`src/kpg_pkg.sv`:
```
// Shared types, codes and constants of the combined KISS random generator.
package kpg_pkg;

    localparam int RING_WORDS_DEF = 256;

    // Request codes
    localparam logic [2:0] OP_NEXT16  = 3'd0;
    localparam logic [2:0] OP_NEXT32  = 3'd1;
    localparam logic [2:0] OP_NEXT64  = 3'd2;
    localparam logic [2:0] OP_BOUNDED = 3'd3;
    localparam logic [2:0] OP_RESEED  = 3'd4;

    // Generator constants
    localparam logic [63:0] LCG_MUL   = 64'd1490024343005336237;
    localparam logic [63:0] LCG_ADD   = 64'd123456789;
    localparam logic [31:0] MWC1_MUL  = 32'd4294584393;
    localparam logic [31:0] MWC2_MUL  = 32'd4246477509;
    localparam logic [63:0] LCG_INIT  = 64'd123456789123;
    localparam logic [63:0] XS_INIT   = 64'd987654321987;
    localparam logic [31:0] MWC1_V0   = 32'd43219876;
    localparam logic [31:0] MWC1_C0   = 32'd6543217;
    localparam logic [31:0] MWC2_V0   = 32'd21987643;
    localparam logic [31:0] MWC2_C0   = 32'd1732654;
    localparam logic [31:0] SEED_LCG_MASK = 32'h5A5A5A5A;
    localparam logic [31:0] SEED_XS_MASK  = 32'hA5A5A5A5;

    // Request sequencer states
    typedef enum logic [2:0] {
        ST_IDLE,
        ST_CHECK,
        ST_REFILL,
        ST_RD_LO,
        ST_RD_HI,
        ST_CAT,
        ST_FINISH
    } t_state;

    // Generator step sequencer states
    typedef enum logic [2:0] {
        G_IDLE,
        G_S0,
        G_S1,
        G_S2,
        G_S3,
        G_S4,
        G_S5,
        G_S6
    } t_gstep;

    typedef struct packed {
        logic        start;
        logic        reseed;
        logic [31:0] seed;
    } t_gen_ctrl;

    typedef struct packed {
        logic        busy;
        logic        word_valid;
        logic [63:0] word;
    } t_gen_stat;

endpackage

```
`src/kpg_mul.sv`:
```
// Shared 32 x 32 multiplier with a registered product.
module kpg_mul (
    input  logic        i_clk,
    input  logic [31:0] i_a,
    input  logic [31:0] i_b,
    output logic [63:0] o_prod
);

    logic [63:0] r_prod;

    always_ff @(posedge i_clk) begin
        r_prod <= i_a * i_b;
    end

    assign o_prod = r_prod;

endmodule

```
`src/kpg_gen.sv`:
```
// Generator state and word step: LCG, xorshift and two MWC on one multiplier.
module kpg_gen (
    input  logic                i_clk,
    input  logic                i_rst_n,
    input  kpg_pkg::t_gen_ctrl  i_ctrl,
    output kpg_pkg::t_gen_stat  o_stat
);

    kpg_pkg::t_gstep r_step;
    kpg_pkg::t_gstep n_step;

    logic [63:0] r_lcg;
    logic [63:0] r_xs;
    logic [31:0] r_v1;
    logic [31:0] r_c1;
    logic [31:0] r_v2;
    logic [31:0] r_c2;
    logic [63:0] r_acc_lo;
    logic [31:0] r_cross;
    logic [63:0] r_part;

    logic [31:0] w_mul_a;
    logic [31:0] w_mul_b;
    logic [63:0] w_prod;
    logic [63:0] w_xs1;
    logic [63:0] w_xs2;
    logic [63:0] w_xs3;
    logic [63:0] w_mwc;

    kpg_mul u_mul (
        .i_clk  (i_clk),
        .i_a    (w_mul_a),
        .i_b    (w_mul_b),
        .o_prod (w_prod)
    );

    always_comb begin
        unique case (r_step)
            kpg_pkg::G_IDLE: n_step = i_ctrl.start ? kpg_pkg::G_S0 : kpg_pkg::G_IDLE;
            kpg_pkg::G_S0:   n_step = kpg_pkg::G_S1;
            kpg_pkg::G_S1:   n_step = kpg_pkg::G_S2;
            kpg_pkg::G_S2:   n_step = kpg_pkg::G_S3;
            kpg_pkg::G_S3:   n_step = kpg_pkg::G_S4;
            kpg_pkg::G_S4:   n_step = kpg_pkg::G_S5;
            kpg_pkg::G_S5:   n_step = kpg_pkg::G_S6;
            kpg_pkg::G_S6:   n_step = kpg_pkg::G_IDLE;
            default:         n_step = kpg_pkg::G_IDLE;
        endcase
    end

    // Operand select: low 64 bits of the LCG product take three partial products
    always_comb begin
        w_mul_a = kpg_pkg::LCG_MUL[31:0];
        w_mul_b = r_lcg[31:0];
        unique case (r_step)
            kpg_pkg::G_S1: begin
                w_mul_a = kpg_pkg::LCG_MUL[31:0];
                w_mul_b = r_lcg[63:32];
            end
            kpg_pkg::G_S2: begin
                w_mul_a = kpg_pkg::LCG_MUL[63:32];
                w_mul_b = r_lcg[31:0];
            end
            kpg_pkg::G_S3: begin
                w_mul_a = kpg_pkg::MWC1_MUL;
                w_mul_b = r_v1;
            end
            kpg_pkg::G_S4: begin
                w_mul_a = kpg_pkg::MWC2_MUL;
                w_mul_b = r_v2;
            end
            default: begin
                w_mul_a = kpg_pkg::LCG_MUL[31:0];
                w_mul_b = r_lcg[31:0];
            end
        endcase
    end

    assign w_xs1 = r_xs ^ (r_xs << 21);
    assign w_xs2 = w_xs1 ^ (w_xs1 >> 17);
    assign w_xs3 = w_xs2 ^ (w_xs2 << 30);

    // Product of the step before plus the carry of the MWC it belongs to
    assign w_mwc = w_prod + {32'd0, (r_step == kpg_pkg::G_S4) ? r_c1 : r_c2};

    always_ff @(posedge i_clk) begin
        if (!i_rst_n) begin
            r_step <= kpg_pkg::G_IDLE;
            r_lcg  <= kpg_pkg::LCG_INIT;
            r_xs   <= kpg_pkg::XS_INIT;
            r_v1   <= kpg_pkg::MWC1_V0;
            r_c1   <= kpg_pkg::MWC1_C0;
            r_v2   <= kpg_pkg::MWC2_V0;
            r_c2   <= kpg_pkg::MWC2_C0;
        end else begin
            r_step <= n_step;
            if (i_ctrl.reseed) begin
                r_lcg <= kpg_pkg::LCG_INIT ^ {32'd0, i_ctrl.seed & kpg_pkg::SEED_LCG_MASK};
                r_xs  <= kpg_pkg::XS_INIT ^ {32'd0, i_ctrl.seed & kpg_pkg::SEED_XS_MASK};
                r_v1  <= kpg_pkg::MWC1_V0;
                r_c1  <= kpg_pkg::MWC1_C0;
                r_v2  <= kpg_pkg::MWC2_V0;
                r_c2  <= kpg_pkg::MWC2_C0;
            end else begin
                unique case (r_step)
                    kpg_pkg::G_S0: r_xs <= w_xs3;
                    kpg_pkg::G_S4: begin
                        r_v1  <= w_mwc[31:0];
                        r_c1  <= w_mwc[63:32];
                        r_lcg <= r_acc_lo + {r_cross, 32'd0} + kpg_pkg::LCG_ADD;
                    end
                    kpg_pkg::G_S5: begin
                        r_v2 <= w_mwc[31:0];
                        r_c2 <= w_mwc[63:32];
                    end
                    default: ;
                endcase
            end
        end
    end

    always_ff @(posedge i_clk) begin
        unique case (r_step)
            kpg_pkg::G_S1: r_acc_lo <= w_prod;
            kpg_pkg::G_S2: r_cross  <= w_prod[31:0];
            kpg_pkg::G_S3: r_cross  <= r_cross + w_prod[31:0];
            kpg_pkg::G_S5: r_part   <= r_lcg + r_xs;
            default: ;
        endcase
    end

    // mwc_one_value + (mwc_two_value << 32) is the plain concatenation
    assign o_stat.busy       = (r_step != kpg_pkg::G_IDLE);
    assign o_stat.word_valid = (r_step == kpg_pkg::G_S6);
    assign o_stat.word       = r_part + {r_v2, r_v1};

endmodule

```
`config.mk`:
```
export PLATFORM = sky130hd
export DESIGN_NAME = kpg_gen
export DESIGN_NICKNAME = d
export VERILOG_FILES = /design/src/kpg_pkg.sv /design/src/kpg_mul.sv /design/src/kpg_gen.sv
export SDC_FILE = /design/constraint.sdc
export NUM_CORES = 2
export LEC_CHECK = 0
export BUFFER_PORTS_ARGS = -buffer_cell sky130_fd_sc_hd__buf_2
export CORE_MARGIN = 2
export CORE_UTILIZATION = 50
export CTS_CLUSTER_SIZE = 20
export DETAILED_ROUTE_END_ITERATION = 7
export PLACE_DENSITY = 0.74
export SYNTH_ARGS = -nofsm -noshare
export SYNTH_HDL_FRONTEND = slang
export SYNTH_SLANG_ARGS = --single-unit
```
`constraint.sdc`:
```
create_clock -name i_clk -period 27.5 [get_ports i_clk]
set_clock_uncertainty 0.15 [all_clocks]
set_input_delay 6.875 -clock i_clk [delete_from_list [all_inputs] [get_ports i_clk]]
set_output_delay 6.875 -clock i_clk [all_outputs]
set_load 0.005 [all_outputs]
```
==> results.ini <==
[synth]
synthArstFlopShare_pct=0
yosys.area_share.adder_pct=38.3
syn_area_um2=60700
synth_edf_count=160
ys_warn_count=0
synth_top_area_share_pct=26.2
ys.flop_type=dfxtp_1
synthMuxAreaShare_pct=0.0846
ys_ff_latch=483
synth_compound_area_share_pct=14.6
synth_cells=6927
yosys.area_share.simple_pct=13.1
yosys.area.top_type=fa_1
synth_xor_area_share_pct=6.81
synthTopCellsByArea=fa_1, ha_1, dfxtp_1
synth_top_family_by_area=adder cells
synth_area_per_cell_um2=8.76
ys_types=84
yosysSeqAreaShare_pct=18.6

[layout]
mostFrequentLayoutCells=inv_1, nand2_1, fa_1
layout.nets=8310
seqCellArea_um2=11300
nFillCells=11300
area_delta_synth_final_pct=6.69
multi_input_area_um2=44300
layout-drive-gt1-share_pct=4.71
stdcell_count=8557
layout_commonest_cell=inv_1

[sta]
min_period_over_period_pct=50.0
rsz0062_at_grt=false
finalHoldViolCount=0
setup-tns-final_ps=0
max_slew_margin_pct=3.93
fmax_mhz=72.7
maxSlewViolCount=0
final.min_clock_period_ps=13760
setup_viol_count_final=0
worst_pin_slew_ps=1440

[routing]
wl_per_cell_um=27.6
drt_iter0_markers=6818
avgViaCountPerCell=6.02
drcViolationCount=0
ant_nets=0
vias=51500
dr.pass1.iters=6
drt-total-wl_um=236000

[placement]
gp_congestion=1.06
placedCellCount=8450
io_buffers=101
place_hpwl_um=200000

[setup_path]
crit_slowest_cell=a21oi_1
crit_required_ps=27890
startpoint_type=register
critPathArrivalTime_ps=14150
crit_path_start=r_step[2]
end_kind=register
cp_max_fo=60
path_class=reg -> reg
worst_path_largest_cell_delay_ps=960
cpMostUsedCell=fa_1
timing.rr.start=r_step[2]

[die]
initial_core_util_pct=50.5
placementRows=127
die_h_um=352
fp.dieW_um=352
ioPinCount=102
dieArea_um2=124000
core_um2=120000

[cts]
htree_levels=2
cts_tree=done
clkLatencyLatePin_ps=660
ctsRootBufferMaster=clkbuf_16
clock_path_buffers=3
postCtsSetupBuffers=0
cts_hold_buf=0
cts.reportedPaths.clkPinSlew_ps=60
cts_sinks=483
cts_resized=0
cts_buffers=54

[grt]
grt_pass1_vias=51200
antenna_found_initial=11
grt_use_met1_pct=51.5
grt_max_degree=93
grt_use_met3_pct=9.10
grt_pass1_wl_um=346000
top_usage_layer=met2
grtUsageTotal_pct=37.9
use_met2_pct=57.4
overflow=0

[worst_hold_path]
min-delay-path-class=reg -> reg
min-delay-start=u_mul.o_prod[55]

[outcome]
status=finished clean

[flow_run]
drv_cap=0

==> final timing paths <==
path	to	slack, ps	cells past startpoint
hold reg to reg	r_acc_lo[55]	310	0
setup reg to reg	u_mul.o_prod[60]	13740	29
hold / removal	r_acc_lo[55]	310	0
setup / recovery	u_mul.o_prod[60]	13740	29
==> flip-flops by register name, summed over array words and instances, names as in the netlist <==
| name | cells |
|---|---|
| r_xs | 64 |
| r_v2 | 32 |
| r_acc_lo | 64 |
| r_lcg | 64 |
| r_cross | 32 |
| r_step | 3 |
| r_c2 | 32 |
| u_mul.o_prod | 64 |
| r_v1 | 32 |
| r_part | 64 |
| r_c1 | 32 |
==> synth_stat cells, types with 38 or more instances <==
master,n
ha_1,585
o21ai_0,355
nand2_1,808
o21a_1,45
o211ai_1,58
nor3_1,54
clkbuf_1,223
xnor2_1,312
and2_1,38
or3_1,59
a21o_1,138
nand2b_1,38
nor2b_1,39
o21bai_1,57
nand3_1,112
a211oi_1,57
xor2_1,160
fa_1,794
nand4_1,58
edfxtp_1,160
and3_1,57
inv_1,1116
nor2_1,419
dfxtp_1,323
a21oi_1,475
==> final cells by class <==
| cell class | instances | share of cell area, % |
|---|---|---|
| Sequential cell | 483 | 17.4 |
| Antenna cell | 4 | 0.0155 |
| Tap cell | 1612 | 3.12 |
| Multi-Input combinational cell | 5068 | 68.4 |
| Timing Repair Buffer | 172 | 1.63 |
| Clock buffer | 73 | 2.40 |
| Inverter | 1116 | 6.48 |
| Clock inverter | 29 | 0.559 |
==> layer usage <==
metal	vias up	part of all wire, %
met2	2961	43
met4	12	5.5
met3	547	12
li1	22700	-
met5	-	0.034
met1	25300	40
==> critical path, delay by kind of cell, from the launching register on <==
kind | cells | cell delay [ps]
adders and majority gates | 9 | 4140
buffers and inverters | 5 | 1730
xor gates and xnor gates | 1 | 170
and+or+nand+nor | 7 | 3120
AOI/OAI and AO/OA | 7 | 3620
DFF | 1 | 630
==> per-stage QoR <==
step	hold slack, ps	worst slack, ps	cell area [um^2]	utilization [%]
floorplan	256	16880	60700	-
global placement	294	14430	62800	52.3
detailed placement	294	14240	62800	52.3
CTS	307	14190	64700	53.9
global route	328	13470	64700	53.9
finish	310	13740	64700	53.9
==> kinds of logic (layout without fill, tap and decap cells) <==
group	count (synthesis)	count (layout)
adder cells (fa/ha/maj)	1379	1379
AO/OA/AOI/OAI	1432	1432
XOR/XNOR	472	472
AND/OR/NAND/NOR	1776	1776
other	2	8
multiplexers	5	5
buffers and inverters	1378	1390
flip-flops	483	483
Power is not shown: default switching activity piles up to over one toggle a cycle in this logic, so the estimate is an artifact.
